$ cat src/rhc_pkg.sv
// rgb_hsl_converter shared package: channel widths, command codes, hue sectors
// and fixed constants of the conversion. No dependencies.
package rhc_pkg;

  localparam int CHAN_W       = 8;
  localparam int HUE_INT_W    = 9;
  localparam int SEC_W        = 3;
  localparam int HUE_SEG_DEG  = 60;
  localparam int HUE_FULL_DEG = 360;
  localparam int CHAN_MAX     = 255;
  localparam int CHAN_SUM_MAX = 510;
  localparam int HUE_NUM_W    = 17;

  typedef logic [CHAN_W-1:0] chan_t;

  typedef enum logic {
    CMD_TO_HSL = 1'b0,
    CMD_TO_RGB = 1'b1
  } cmd_t;

  typedef enum logic [SEC_W-1:0] {
    SEC_RED_YEL = 3'd0,
    SEC_YEL_GRN = 3'd1,
    SEC_GRN_CYN = 3'd2,
    SEC_CYN_BLU = 3'd3,
    SEC_BLU_MAG = 3'd4,
    SEC_MAG_RED = 3'd5
  } sector_t;

endpackage

$ cat src/rhc_if.sv
// pixel channel interfaces of rgb_hsl_converter: valid/ready plus payload
// depends on rhc_pkg
interface rhc_in_if #(
  parameter int HW = 15,
  parameter int FW = 13
);
  logic           valid;
  logic           ready;
  rhc_pkg::cmd_t  command;
  rhc_pkg::chan_t in_red;
  rhc_pkg::chan_t in_green;
  rhc_pkg::chan_t in_blue;
  logic [HW-1:0]  in_hue;
  logic [FW-1:0]  in_saturation;
  logic [FW-1:0]  in_lightness;

  modport source (
    output valid, command, in_red, in_green, in_blue, in_hue, in_saturation, in_lightness,
    input  ready
  );
  modport sink (
    input  valid, command, in_red, in_green, in_blue, in_hue, in_saturation, in_lightness,
    output ready
  );
endinterface

interface rhc_out_if #(
  parameter int HW = 15,
  parameter int FW = 13
);
  logic           valid;
  logic           ready;
  rhc_pkg::chan_t out_red;
  rhc_pkg::chan_t out_green;
  rhc_pkg::chan_t out_blue;
  logic [HW-1:0]  out_hue;
  logic [FW-1:0]  out_saturation;
  logic [FW-1:0]  out_lightness;

  modport source (
    output valid, out_red, out_green, out_blue, out_hue, out_saturation, out_lightness,
    input  ready
  );
  modport sink (
    input  valid, out_red, out_green, out_blue, out_hue, out_saturation, out_lightness,
    output ready
  );
endinterface

$ cat src/rhc_divider.sv
// pipelined restoring divider, one quotient bit per stage, several lanes
// sharing valid and sideband; no package dependencies
module rhc_divider #(
  parameter int LANES = 3,
  parameter int NW    = 25,
  parameter int DW    = 12,
  parameter int QW    = 15,
  parameter int SW    = 31
) (
  input  logic          clk,
  input  logic          rst_n,
  input  logic          en,
  input  logic          in_valid,
  input  logic [NW-1:0] num [LANES],
  input  logic [DW-1:0] den [LANES],
  input  logic [SW-1:0] side_in,
  output logic          out_valid,
  output logic [QW-1:0] quo [LANES],
  output logic [SW-1:0] side_out
);

  logic          v_r    [QW];
  logic [SW-1:0] side_r [QW];
  logic [DW-1:0] rem_r  [QW][LANES];
  logic [QW-1:0] work_r [QW][LANES];
  logic [DW-1:0] den_r  [QW][LANES];

  for (genvar st = 0; st < QW; st++) begin : g_st
    logic          valid_in;
    logic [SW-1:0] side_in_s;
    logic [DW-1:0] rem_in   [LANES];
    logic [QW-1:0] work_in  [LANES];
    logic [DW-1:0] den_in   [LANES];
    logic [DW-1:0] rem_nxt  [LANES];
    logic [QW-1:0] work_nxt [LANES];

    if (st == 0) begin : g_first
      assign valid_in  = in_valid;
      assign side_in_s = side_in;
      always_comb begin
        for (int ln = 0; ln < LANES; ln++) begin
          rem_in[ln]  = DW'(num[ln] >> QW);
          work_in[ln] = num[ln][QW-1:0];
          den_in[ln]  = den[ln];
        end
      end
    end else begin : g_next
      assign valid_in  = v_r[st-1];
      assign side_in_s = side_r[st-1];
      always_comb begin
        for (int ln = 0; ln < LANES; ln++) begin
          rem_in[ln]  = rem_r[st-1][ln];
          work_in[ln] = work_r[st-1][ln];
          den_in[ln]  = den_r[st-1][ln];
        end
      end
    end

    always_comb begin
      logic [DW:0] trial;
      logic        ge;
      for (int ln = 0; ln < LANES; ln++) begin
        trial        = {rem_in[ln], work_in[ln][QW-1]};
        ge           = (trial >= {1'b0, den_in[ln]});
        rem_nxt[ln]  = ge ? DW'(trial - {1'b0, den_in[ln]}) : trial[DW-1:0];
        work_nxt[ln] = {work_in[ln][QW-2:0], ge};
      end
    end

    always_ff @(posedge clk) begin
      if (!rst_n) begin
        v_r[st] <= 1'b0;
      end else if (en) begin
        v_r[st] <= valid_in;
      end
    end

    always_ff @(posedge clk) begin
      if (en) begin
        side_r[st] <= side_in_s;
        for (int ln = 0; ln < LANES; ln++) begin
          rem_r[st][ln]  <= rem_nxt[ln];
          work_r[st][ln] <= work_nxt[ln];
          den_r[st][ln]  <= den_in[ln];
        end
      end
    end
  end

  assign out_valid = v_r[QW-1];
  assign side_out  = side_r[QW-1];
  always_comb begin
    for (int ln = 0; ln < LANES; ln++) begin
      quo[ln] = work_r[QW-1][ln];
    end
  end

endmodule

$ cat src/rgb_hsl_converter.sv
// rgb_hsl_converter top level: per-pixel rgb/hsl conversion pipeline
// depends on rhc_pkg, rhc_if and rhc_divider
// stages in order: stage 0, stage 1, stage 2, the divider, post stage 1, post stage 2
// throughput: one pixel per cycle; the whole pipeline freezes while the output is stalled
// the depth is set by the divider, which resolves one quotient bit per stage
// reset clears the valid bits only; payload registers are not reset
module rgb_hsl_converter #(
  parameter int FRACTION_BITS     = 12,
  parameter int HUE_FRACTION_BITS = 6
) (
  input  logic      clk,
  input  logic      rst_n,
  rhc_in_if.sink    in_ch,
  rhc_out_if.source out_ch
);

  localparam int FB    = FRACTION_BITS;
  localparam int HFB   = HUE_FRACTION_BITS;
  localparam int FW    = FB + 1;
  localparam int HW    = rhc_pkg::HUE_INT_W + HFB;
  localparam int UW    = 6 + HFB;
  localparam int TW    = FB + 3;
  localparam int PW    = TW + 8;
  localparam int NHW   = rhc_pkg::HUE_NUM_W;
  localparam int LANES = 2;
  localparam int DW    = rhc_pkg::CHAN_W;
  localparam int NW_A  = NHW + HFB;
  localparam int NW_B  = FB + 7 + HFB;
  localparam int NW_C  = FB + 9;
  localparam int NW_AB = (NW_A > NW_B) ? NW_A : NW_B;
  localparam int NW    = (NW_AB > NW_C) ? NW_AB : NW_C;
  localparam int QW    = (HW > FW) ? HW : FW;
  localparam int SW    = 2 + rhc_pkg::SEC_W + 3 * FW + 4;
  localparam int LN    = FB + 16;
  localparam int XN    = FW + 8;
  localparam int X_DIV = rhc_pkg::HUE_SEG_DEG / 4;

  localparam logic [FW-1:0] ONE      = {1'b1, {FB{1'b0}}};
  localparam logic [UW-1:0] HUE_SEG  = UW'(rhc_pkg::HUE_SEG_DEG << HFB);
  localparam logic [HW-1:0] HUE_FULL = HW'(rhc_pkg::HUE_FULL_DEG << HFB);
  localparam logic [FB+8:0] L_RECIP  =
    (FB+9)'(((64'd1 << LN) + 64'(rhc_pkg::CHAN_MAX - 1)) / 64'(rhc_pkg::CHAN_MAX));
  localparam logic [FW+4:0] X_RECIP  =
    (FW+5)'(((64'd1 << XN) + 64'(X_DIV - 1)) / 64'(X_DIV));

  logic en;

  // stage 0: channel extremes, hsl clamps and hue wrap
  logic           v0_r;
  rhc_pkg::cmd_t  cmd0_r;
  rhc_pkg::chan_t r0_r, g0_r, b0_r, mx0_r, mn0_r;
  logic           red0_r, grn0_r;
  logic [FW-1:0]  sat0_r, lig0_r, k0_r;
  logic [HW-1:0]  hue0_r;

  rhc_pkg::chan_t mx_nxt, mn_nxt;
  logic [FW-1:0]  sat_nxt, lig_nxt, k_nxt;
  logic [FW:0]    two_l;
  logic [HW-1:0]  hue_nxt;

  always_comb begin
    mx_nxt = in_ch.in_red;
    mn_nxt = in_ch.in_red;
    if (in_ch.in_green > mx_nxt) mx_nxt = in_ch.in_green;
    if (in_ch.in_blue > mx_nxt)  mx_nxt = in_ch.in_blue;
    if (in_ch.in_green < mn_nxt) mn_nxt = in_ch.in_green;
    if (in_ch.in_blue < mn_nxt)  mn_nxt = in_ch.in_blue;
    sat_nxt = (in_ch.in_saturation > ONE) ? ONE : in_ch.in_saturation;
    lig_nxt = (in_ch.in_lightness > ONE) ? ONE : in_ch.in_lightness;
    two_l   = {lig_nxt, 1'b0};
    k_nxt   = (two_l >= {1'b0, ONE}) ? FW'({ONE, 1'b0} - two_l) : two_l[FW-1:0];
    hue_nxt = (in_ch.in_hue >= HUE_FULL) ? HW'(in_ch.in_hue - HUE_FULL) : in_ch.in_hue;
  end

  always_ff @(posedge clk) begin
    if (!rst_n) begin
      v0_r <= 1'b0;
    end else if (en) begin
      v0_r <= in_ch.valid;
    end
  end

  always_ff @(posedge clk) begin
    if (en) begin
      cmd0_r <= in_ch.command;
      r0_r   <= in_ch.in_red;
      g0_r   <= in_ch.in_green;
      b0_r   <= in_ch.in_blue;
      mx0_r  <= mx_nxt;
      mn0_r  <= mn_nxt;
      red0_r <= (mx_nxt == in_ch.in_red);
      grn0_r <= (mx_nxt != in_ch.in_red) && (mx_nxt == in_ch.in_green);
      sat0_r <= sat_nxt;
      lig0_r <= lig_nxt;
      k0_r   <= k_nxt;
      hue0_r <= hue_nxt;
    end
  end

  // stage 1: division operands for rgb to hsl, chroma and sector for hsl to rgb
  logic             v1_r;
  rhc_pkg::cmd_t    cmd1_r;
  logic             grey1_r;
  logic [NW-1:0]    num_a1_r, num_b1_r, num_c1_r;
  rhc_pkg::chan_t   den_a1_r, den_b1_r;
  logic [FW-1:0]    c1_r, lig1_r;
  logic [UW-1:0]    f1_r;
  rhc_pkg::sector_t sec1_r;

  rhc_pkg::chan_t          d_nxt, gb, bg, den_s_nxt;
  logic [8:0]              s_nxt;
  logic [NHW-1:0]          n_hue;
  logic [2*FW-1:0]         kc_prod;
  logic [rhc_pkg::SEC_W-1:0] sec_idx;
  logic [HW-1:0]           seg_base;
  logic [UW-1:0]           rem_h;

  always_comb begin
    d_nxt = mx0_r - mn0_r;
    s_nxt = {1'b0, mx0_r} + {1'b0, mn0_r};
    gb    = g0_r - b0_r;
    bg    = b0_r - g0_r;
    if (red0_r) begin
      if (g0_r >= b0_r) begin
        n_hue = NHW'(rhc_pkg::HUE_SEG_DEG) * NHW'(gb);
      end else begin
        n_hue = NHW'(rhc_pkg::HUE_FULL_DEG) * NHW'(d_nxt)
              - NHW'(rhc_pkg::HUE_SEG_DEG) * NHW'(bg);
      end
    end else if (grn0_r) begin
      n_hue = NHW'(2 * rhc_pkg::HUE_SEG_DEG) * NHW'(d_nxt)
            + NHW'(rhc_pkg::HUE_SEG_DEG) * NHW'(b0_r)
            - NHW'(rhc_pkg::HUE_SEG_DEG) * NHW'(r0_r);
    end else begin
      n_hue = NHW'(4 * rhc_pkg::HUE_SEG_DEG) * NHW'(d_nxt)
            + NHW'(rhc_pkg::HUE_SEG_DEG) * NHW'(r0_r)
            - NHW'(rhc_pkg::HUE_SEG_DEG) * NHW'(g0_r);
    end
    den_s_nxt = (s_nxt <= 9'(rhc_pkg::CHAN_MAX)) ? s_nxt[7:0]
              : 8'(9'(rhc_pkg::CHAN_SUM_MAX) - s_nxt);

    kc_prod  = (2*FW)'(k0_r) * (2*FW)'(sat0_r);
    sec_idx  = '0;
    seg_base = '0;
    for (int i = 1; i < 6; i++) begin
      if (hue0_r >= HW'((i * rhc_pkg::HUE_SEG_DEG) << HFB)) begin
        sec_idx  = rhc_pkg::SEC_W'(i);
        seg_base = HW'((i * rhc_pkg::HUE_SEG_DEG) << HFB);
      end
    end
    rem_h = UW'(hue0_r - seg_base);
  end

  always_ff @(posedge clk) begin
    if (!rst_n) begin
      v1_r <= 1'b0;
    end else if (en) begin
      v1_r <= v0_r;
    end
  end

  always_ff @(posedge clk) begin
    if (en) begin
      cmd1_r   <= cmd0_r;
      grey1_r  <= (d_nxt == '0);
      num_a1_r <= NW'(n_hue) << HFB;
      den_a1_r <= d_nxt;
      num_b1_r <= NW'(d_nxt) << FB;
      den_b1_r <= den_s_nxt;
      num_c1_r <= NW'(s_nxt) << FB;
      c1_r     <= FW'(kc_prod >> FB);
      lig1_r   <= lig0_r;
      f1_r     <= sec_idx[0] ? UW'(HUE_SEG - rem_h) : rem_h;
      sec1_r   <= rhc_pkg::sector_t'(sec_idx);
    end
  end

  // stage 2: divider inputs, chroma times sector fraction, lightness by reciprocal
  logic          v2_r;
  logic [NW-1:0] num2_r [LANES];
  logic [DW-1:0] den2_r [LANES];
  logic [SW-1:0] side2_r;

  logic [FW+UW-1:0] cf_prod;
  logic [FW+3:0]    xw_nxt;
  logic [FB+7:0]    l_num;
  logic [2*FB+16:0] l_prod;
  logic [FW-1:0]    l_quo, lig2_nxt;

  assign cf_prod  = (FW+UW)'(c1_r) * (FW+UW)'(f1_r);
  assign xw_nxt   = (FW+4)'(cf_prod >> (HFB + 2));
  assign l_num    = (FB+8)'(num_c1_r >> 1);
  assign l_prod   = (2*FB+17)'(l_num) * (2*FB+17)'(L_RECIP);
  assign l_quo    = FW'(l_prod >> LN);
  assign lig2_nxt = (cmd1_r == rhc_pkg::CMD_TO_RGB) ? lig1_r : l_quo;

  always_ff @(posedge clk) begin
    if (!rst_n) begin
      v2_r <= 1'b0;
    end else if (en) begin
      v2_r <= v1_r;
    end
  end

  always_ff @(posedge clk) begin
    if (en) begin
      num2_r[0] <= num_a1_r;
      den2_r[0] <= DW'(den_a1_r);
      num2_r[1] <= num_b1_r;
      den2_r[1] <= DW'(den_b1_r);
      side2_r   <= {cmd1_r, grey1_r, sec1_r, c1_r, lig2_nxt, xw_nxt};
    end
  end

  // division: hue, saturation
  logic          vd;
  logic [QW-1:0] quo [LANES];
  logic [SW-1:0] side_d;

  rhc_divider #(
    .LANES (LANES),
    .NW    (NW),
    .DW    (DW),
    .QW    (QW),
    .SW    (SW)
  ) u_div (
    .clk       (clk),
    .rst_n     (rst_n),
    .en        (en),
    .in_valid  (v2_r),
    .num       (num2_r),
    .den       (den2_r),
    .side_in   (side2_r),
    .out_valid (vd),
    .quo       (quo),
    .side_out  (side_d)
  );

  // post stage 1: x by reciprocal and channel sums for hsl to rgb, hsl fields for rgb to hsl
  logic                      cmd_bit;
  logic [rhc_pkg::SEC_W-1:0] sec_bits;
  rhc_pkg::cmd_t             cmd_d;
  logic                      grey_d;
  rhc_pkg::sector_t          sec_d;
  logic [FW-1:0]             c_d, lig_d, x_d;
  logic [FW+3:0]             xw_d;
  logic [2*FW+8:0]           x_prod;
  logic [FW:0]               base_d;
  logic [FW-1:0]             rv, gv, bv;

  assign {cmd_bit, grey_d, sec_bits, c_d, lig_d, xw_d} = side_d;
  assign cmd_d  = rhc_pkg::cmd_t'(cmd_bit);
  assign sec_d  = rhc_pkg::sector_t'(sec_bits);
  assign x_prod = (2*FW+9)'(xw_d) * (2*FW+9)'(X_RECIP);
  assign x_d    = FW'(x_prod >> XN);
  assign base_d = {lig_d, 1'b0} - {1'b0, c_d};

  always_comb begin
    rv = '0;
    gv = '0;
    bv = '0;
    unique case (sec_d)
      rhc_pkg::SEC_RED_YEL: begin rv = c_d; gv = x_d; end
      rhc_pkg::SEC_YEL_GRN: begin rv = x_d; gv = c_d; end
      rhc_pkg::SEC_GRN_CYN: begin gv = c_d; bv = x_d; end
      rhc_pkg::SEC_CYN_BLU: begin gv = x_d; bv = c_d; end
      rhc_pkg::SEC_BLU_MAG: begin rv = x_d; bv = c_d; end
      default:              begin rv = c_d; bv = x_d; end
    endcase
  end

  logic          vp_r;
  rhc_pkg::cmd_t cmdp_r;
  logic [TW-1:0] tr_r, tg_r, tb_r;
  logic [HW-1:0] huep_r;
  logic [FW-1:0] satp_r, ligp_r;

  always_ff @(posedge clk) begin
    if (!rst_n) begin
      vp_r <= 1'b0;
    end else if (en) begin
      vp_r <= vd;
    end
  end

  always_ff @(posedge clk) begin
    if (en) begin
      cmdp_r <= cmd_d;
      tr_r   <= TW'({rv, 1'b0}) + TW'(base_d);
      tg_r   <= TW'({gv, 1'b0}) + TW'(base_d);
      tb_r   <= TW'({bv, 1'b0}) + TW'(base_d);
      huep_r <= grey_d ? '0 : HW'(quo[0]);
      satp_r <= grey_d ? '0 : FW'(quo[1]);
      ligp_r <= lig_d;
    end
  end

  // post stage 2: scale to bytes, saturate, output register
  function automatic rhc_pkg::chan_t to_byte(input logic [TW-1:0] t);
    logic [PW-1:0]    prod;
    logic [PW-FW-1:0] sh;
    prod = (PW'(t) << 8) - PW'(t);
    sh   = (PW-FW)'(prod >> FW);
    return (sh > (PW-FW)'(rhc_pkg::CHAN_MAX)) ? rhc_pkg::chan_t'(rhc_pkg::CHAN_MAX)
                                              : sh[7:0];
  endfunction

  logic           vo_r;
  rhc_pkg::chan_t red_r, green_r, blue_r;
  logic [HW-1:0]  hue_r;
  logic [FW-1:0]  sat_r, lig_r;

  always_ff @(posedge clk) begin
    if (!rst_n) begin
      vo_r <= 1'b0;
    end else if (en) begin
      vo_r <= vp_r;
    end
  end

  always_ff @(posedge clk) begin
    if (en) begin
      if (cmdp_r == rhc_pkg::CMD_TO_RGB) begin
        red_r   <= to_byte(tr_r);
        green_r <= to_byte(tg_r);
        blue_r  <= to_byte(tb_r);
        hue_r   <= '0;
        sat_r   <= '0;
        lig_r   <= '0;
      end else begin
        red_r   <= '0;
        green_r <= '0;
        blue_r  <= '0;
        hue_r   <= huep_r;
        sat_r   <= satp_r;
        lig_r   <= ligp_r;
      end
    end
  end

  assign en                    = !vo_r || out_ch.ready;
  assign in_ch.ready           = en;
  assign out_ch.valid          = vo_r;
  assign out_ch.out_red        = red_r;
  assign out_ch.out_green      = green_r;
  assign out_ch.out_blue       = blue_r;
  assign out_ch.out_hue        = hue_r;
  assign out_ch.out_saturation = sat_r;
  assign out_ch.out_lightness  = lig_r;

endmodule
$ cat src/flat_wrapper.sv
// flat-port wrapper written by rule: the top's interface ports become plain ports
module rgb_hsl_converter_flat 
#(
  parameter int FRACTION_BITS     = 12,
  parameter int HUE_FRACTION_BITS = 6
)
  (clk, rst_n, in_ch_valid, in_ch_command, in_ch_in_red, in_ch_in_green, in_ch_in_blue, in_ch_in_hue, in_ch_in_saturation, in_ch_in_lightness, in_ch_ready, out_ch_valid, out_ch_out_red, out_ch_out_green, out_ch_out_blue, out_ch_out_hue, out_ch_out_saturation, out_ch_out_lightness, out_ch_ready);
  rhc_in_if in_ch_i ();
  rhc_out_if out_ch_i ();
  input  logic clk;
  input  logic rst_n;
  input wire logic [$bits(in_ch_i.valid)-1:0] in_ch_valid;
  input wire logic [$bits(in_ch_i.command)-1:0] in_ch_command;
  input wire logic [$bits(in_ch_i.in_red)-1:0] in_ch_in_red;
  input wire logic [$bits(in_ch_i.in_green)-1:0] in_ch_in_green;
  input wire logic [$bits(in_ch_i.in_blue)-1:0] in_ch_in_blue;
  input wire logic [$bits(in_ch_i.in_hue)-1:0] in_ch_in_hue;
  input wire logic [$bits(in_ch_i.in_saturation)-1:0] in_ch_in_saturation;
  input wire logic [$bits(in_ch_i.in_lightness)-1:0] in_ch_in_lightness;
  output wire logic [$bits(in_ch_i.ready)-1:0] in_ch_ready;
  output wire logic [$bits(out_ch_i.valid)-1:0] out_ch_valid;
  output wire logic [$bits(out_ch_i.out_red)-1:0] out_ch_out_red;
  output wire logic [$bits(out_ch_i.out_green)-1:0] out_ch_out_green;
  output wire logic [$bits(out_ch_i.out_blue)-1:0] out_ch_out_blue;
  output wire logic [$bits(out_ch_i.out_hue)-1:0] out_ch_out_hue;
  output wire logic [$bits(out_ch_i.out_saturation)-1:0] out_ch_out_saturation;
  output wire logic [$bits(out_ch_i.out_lightness)-1:0] out_ch_out_lightness;
  input wire logic [$bits(out_ch_i.ready)-1:0] out_ch_ready;
  assign in_ch_i.valid = in_ch_valid;
  assign in_ch_i.command = in_ch_command;
  assign in_ch_i.in_red = in_ch_in_red;
  assign in_ch_i.in_green = in_ch_in_green;
  assign in_ch_i.in_blue = in_ch_in_blue;
  assign in_ch_i.in_hue = in_ch_in_hue;
  assign in_ch_i.in_saturation = in_ch_in_saturation;
  assign in_ch_i.in_lightness = in_ch_in_lightness;
  assign in_ch_ready = in_ch_i.ready;
  assign out_ch_valid = out_ch_i.valid;
  assign out_ch_out_red = out_ch_i.out_red;
  assign out_ch_out_green = out_ch_i.out_green;
  assign out_ch_out_blue = out_ch_i.out_blue;
  assign out_ch_out_hue = out_ch_i.out_hue;
  assign out_ch_out_saturation = out_ch_i.out_saturation;
  assign out_ch_out_lightness = out_ch_i.out_lightness;
  assign out_ch_i.ready = out_ch_ready;
  rgb_hsl_converter #(.FRACTION_BITS(FRACTION_BITS), .HUE_FRACTION_BITS(HUE_FRACTION_BITS)) u_core (.clk(clk), .rst_n(rst_n), .in_ch(in_ch_i), .out_ch(out_ch_i));
endmodule
$ cat config.mk
export PLATFORM = sky130hd
export DESIGN_NAME = rgb_hsl_converter_flat
export DESIGN_NICKNAME = d
export VERILOG_FILES = /design/src/rhc_pkg.sv /design/src/rhc_if.sv /design/src/rhc_divider.sv /design/src/rgb_hsl_converter.sv /design/src/flat_wrapper.sv
export SDC_FILE = /design/constraint.sdc
export NUM_CORES = 2
export LEC_CHECK = 0
export ABC_AREA = 1
export BUFFER_PORTS_ARGS = -buffer_cell sky130_fd_sc_hd__buf_4
export CORE_MARGIN = 2
export CORE_UTILIZATION = 38
export CTS_BUF_LIST = sky130_fd_sc_hd__clkbuf_8 sky130_fd_sc_hd__clkbuf_16
export CTS_CLUSTER_SIZE = 40
export DETAILED_ROUTE_END_ITERATION = 10
export PLACE_DENSITY = 0.63
export SYNTH_ARGS = -nofsm -noshare
export SYNTH_HDL_FRONTEND = slang
export SYNTH_SLANG_ARGS = --single-unit
$ cat constraint.sdc
create_clock -name clk -period 87.4 [get_ports clk]
set_input_delay 13.11 -clock clk [delete_from_list [all_inputs] [get_ports clk]]
set_output_delay 13.11 -clock clk [all_outputs]
set_load 0.02 [all_outputs]
==> metrics.md <==
| Metric | Value |
|---|---|
| Run status | finished clean |
| GP Congestion | approximately 0.89 |
| Clk slew on worst S/H paths | ~0.060 ns |
| Cell class contributing the biggest share of worst-path delay | buffers and inverters |
| Clock Latency Late Sink | between 0.8 and 0.9 ns |
| Hold Path Class | flop to flop |
| Synth Cell Area | around 97000 um^2 |
| Worst-margin pin slew | between 1 and 1.5 ns |
| 1st-iter DRT viols | ~3700 |
| GR Util met1 | 0.175 |
| Post-synthesis sequential area ratio | 0.558 |
| Worst setup margin | ~60 ns |
| Initial antenna violation count | 10 |
| Clk sink count | 1810 |
| Vias | a little under 60000 |
| Final TNS setup | 0 ns |
| Post-Syn Instances | around 8500 |
| Worst-path fanout max | 48 |
| Crit-path max cell delay | approximately 0.50 ns |
| Initial Util | 0.382 |
| Hold-fix buffers, CTS | 0 |
| #FFs+latches synth | approximately 1800 |
| Critical-path cell with the highest stage delay | nor2_1 |
| Arrival time at the worst endpoint | about 14 ns |
| Core ar. | approximately 250000 um^2 |
| Post-CTS setup buffer count | 0 |
| Syn nets | around 9800 |
| Hold path endpoint | u_core.u_div.work_r[13][4] |
| Post-placement setup slack | around 60 ns |
| CP Cell Sequence | buf_4 -> nor2_1 -> inv_8 -> buf_4 |
| WP data required | between 70 and 80 ns |
| Detailed Route WL | 175 mm |
| Synth async-reset ratio | 0 |
| IO Port Bufs | around 140 |
| Flop-to-flop setup slack | ~80 ns |
| I/O pins | roughly 140 |
| Die area | between 200000 and 300000 um^2 |
| RR Endpoint | u_core.num_a1_r[20] |
| Synth Flop Type | edfxtp_1 |
| Crit start category | input pin |
| Kind of critical path | input pin to output port |
| GR Overflow Total | 0 |
| Hold Crit Start | u_core.u_div.work_r[12][3] |
| WL/cell | ~14 um |
| Max-cap viol count | 0 |
| Via density per instance | between 4 and 5 |
| Detailed Routing Iterations Pass 1 | 7 |
| CTS Buffer Depth | 3 |
| P&R area growth vs syn | 11.4% |
| Core Rows | between 150 and 200 |
| Setup Skew | ~0.072 ns |
| Max Clock Freq | between 0.03 and 0.04 GHz |
| ANT nets after route | 0 |
| Yosys warnings | 0 |
| Post-synth EDFFs | roughly 1800 |
| GRT Total Usage | 0.135 |
| Die Width | 510 um |
| Worst rel slew slack | 0.264 |
| Top-count cell post-synth | edfxtp_1 |
| Most used cell, CP | buf_4 |
| Final slew viol count | 0 |
| Post-CTS sizing | 0 |
| Final hold vios | 0 |
| Worst R2R Path Depth | 34 |
| Synth top area share | 0.557 |
| Drt drc | 0 |
| Final period utilization | 0.315 |
| First-pass GRT wire length | approximately 290 mm |
| CTS tree | yes |
| CP endpoint kind | output port |
| Leading post-synthesis cells by cell area | edfxtp_1 (56%), ha_1 (10%), fa_1 (8.0%), nand2_1 (6.0%), inv_1 (5.9%) |
| Final setup violation count | 0 |
| Area leader, netlist | edfxtp_1 |
| CTS root buf | clkbuf_16 |
| H-tree depth | 4 |
| Share of cells above drive strength 1 | 0.0597 |
| Largest net degree at the start of global routing | roughly 190 |
| Hold Path Cell Cnt | 0 |
| CP Buf/Inv Count | 3 |
| Final hold slack | about 0.37 ns |
| Grt met2 use | 0.228 |
| Synth cell types | 63 |
| Die Height | ~510 um |
| GR Layer Usage met3 | 0.0217 |
| Final Net Count | 10000 |
| R2r startpoint | u_core.mx0_r[2] |
| Avg Cell Area, Syn | 11.4 um^2 |
| Final HPWL DP | ~130 mm |
| RSZ-0062 raised after global routing | no |
| Final min period | between 20 and 30 ns |
| Vias in the first global route | between 50000 and 60000 |
| Top cells by count, synth | edfxtp_1 (1804), nand2_1 (1551), inv_1 (1541) |
| GR peak layer | met2 |
| Num CTS Buffers | between 150 and 200 |
## cell families (layout without fill, tap and decap cells)
| logic type | Yosys count | after routing | share of synthesized area |
|---|---|---|---|
| and+or+nand+nor | 2662 | 2662 | 0.115 |
| DFF | 1810 | 1810 | 0.558 |
| buffers and inverters | 1639 | 2033 | 0.0636 |
| adders and majority gates | 1182 | 1182 | 0.182 |
| AOI/OAI and AO/OA | 914 | 914 | 0.0520 |
| xor gates and xnor gates | 321 | 321 | 0.0290 |
| muxes | 2 | 2 | 0.000206 |
| other | 0 | 2 | 0 |
## per-layer routing
layer / vias to the layer above / part of all wire / routed length (um)
met5: - / 0.000074 / 13
met4: 2 / 0.031 / 5450
met3: 326 / 0.040 / 6950
met2: 1047 / 0.48 / 84200
met1: 27300 / 0.45 / 78800
li1: 29000 / - / -
## worst reg2reg max path: cells and delay by family, from the launching register on
kind                       cells  cell delay [ns]
buffers and inverters          6             0.63
DFF                            1             0.50
AOI/OAI and AO/OA              9             1.51
adders and majority gates      6             2.62
xor gates and xnor gates       3             1.06
and+or+nand+nor               10             1.02
## registers in the layout, indices dropped and copies added (netlist names), 13 cells and up
register / cells
u_core.c1_r: 13
u_core.lig1_r: 13
u_core.tb_r: 15
u_core.tr_r: 14
u_core.num2_r: 22
u_core.satp_r: 13
u_core.huep_r: 15
u_core.side2_r: 48
u_core.u_div.den_r: 210
u_core.sat0_r: 13
u_core.num_a1_r: 15
u_core.u_div.work_r: 232
u_core.u_div.side_r: 720
u_core.out_ch.out_lightness: 13
u_core.ligp_r: 13
u_core.hue0_r: 15
u_core.u_div.rem_r: 224
u_core.out_ch.out_saturation: 13
u_core.u_div.v_r: 15
u_core.out_ch.out_hue: 15
u_core.tg_r: 14
## per-stage QoR
step                area (um^2)  instances   util
floorplan                 97200       8530      -
global placement         102000      12000  0.402
detailed placement       102000      12000  0.402
CTS                      108000      12300  0.426
global route             108000      12300  0.426
finish                   108000      12300  0.426
## layout by cell type (no fill, tap or decap), types with 7 or more instances in the layout
cell type / netlist / layout
xor2_1: 216 / 216
nand2_2: 45 / 45
inv_1: 1541 / 1566
clkinvlp_4: 0 / 7
buf_4: 2 / 157
fa_1: 391 / 391
a21o_1: 48 / 48
nand3_1: 360 / 360
o21a_1: 11 / 11
a21oi_1: 387 / 387
edfxtp_1: 1804 / 1804
o211ai_1: 14 / 14
o21ai_1: 16 / 16
clkinv_16: 0 / 11
a31oi_1: 26 / 26
nor4_1: 11 / 11
ha_1: 791 / 791
xnor2_1: 104 / 104
o21bai_1: 35 / 35
o21ai_0: 320 / 320
o22ai_1: 9 / 9
or4_1: 10 / 10
nor2_1: 468 / 468
nand3b_1: 11 / 11
a211oi_1: 11 / 11
nand4_1: 69 / 69
clkinv_2: 0 / 34
or2_2: 42 / 42
nand2_1: 1551 / 1551
nor3_1: 73 / 73
clkbuf_16: 0 / 178
bufinv_16: 0 / 21
clkinv_1: 2 / 40
## worst max-delay path by stage
stage / to / start / depth (start not counted)
2_1_floorplan: in_ch_ready / out_ch_ready / 2
3_3_place_gp: in_ch_ready / out_ch_ready / 4
3_5_place_dp: in_ch_ready / out_ch_ready / 4
4_1_cts: in_ch_ready / out_ch_ready / 4
5_1_grt: in_ch_ready / out_ch_ready / 4
6_report: in_ch_ready / out_ch_ready / 4
## area by class of cell
cell class	count	area (um^2)
antenna	2	5.00
clock buffer	178	4450
clock inverter	147	1540
fill	23400	146000
inverter	1548	5820
multi-input combinational	5081	36800
sequential	1810	54300
tap	3366	4210
timing repair buffer	160	1240
Power is not shown: default switching activity piles up to over one toggle a cycle in this logic, so the estimate is an artifact.
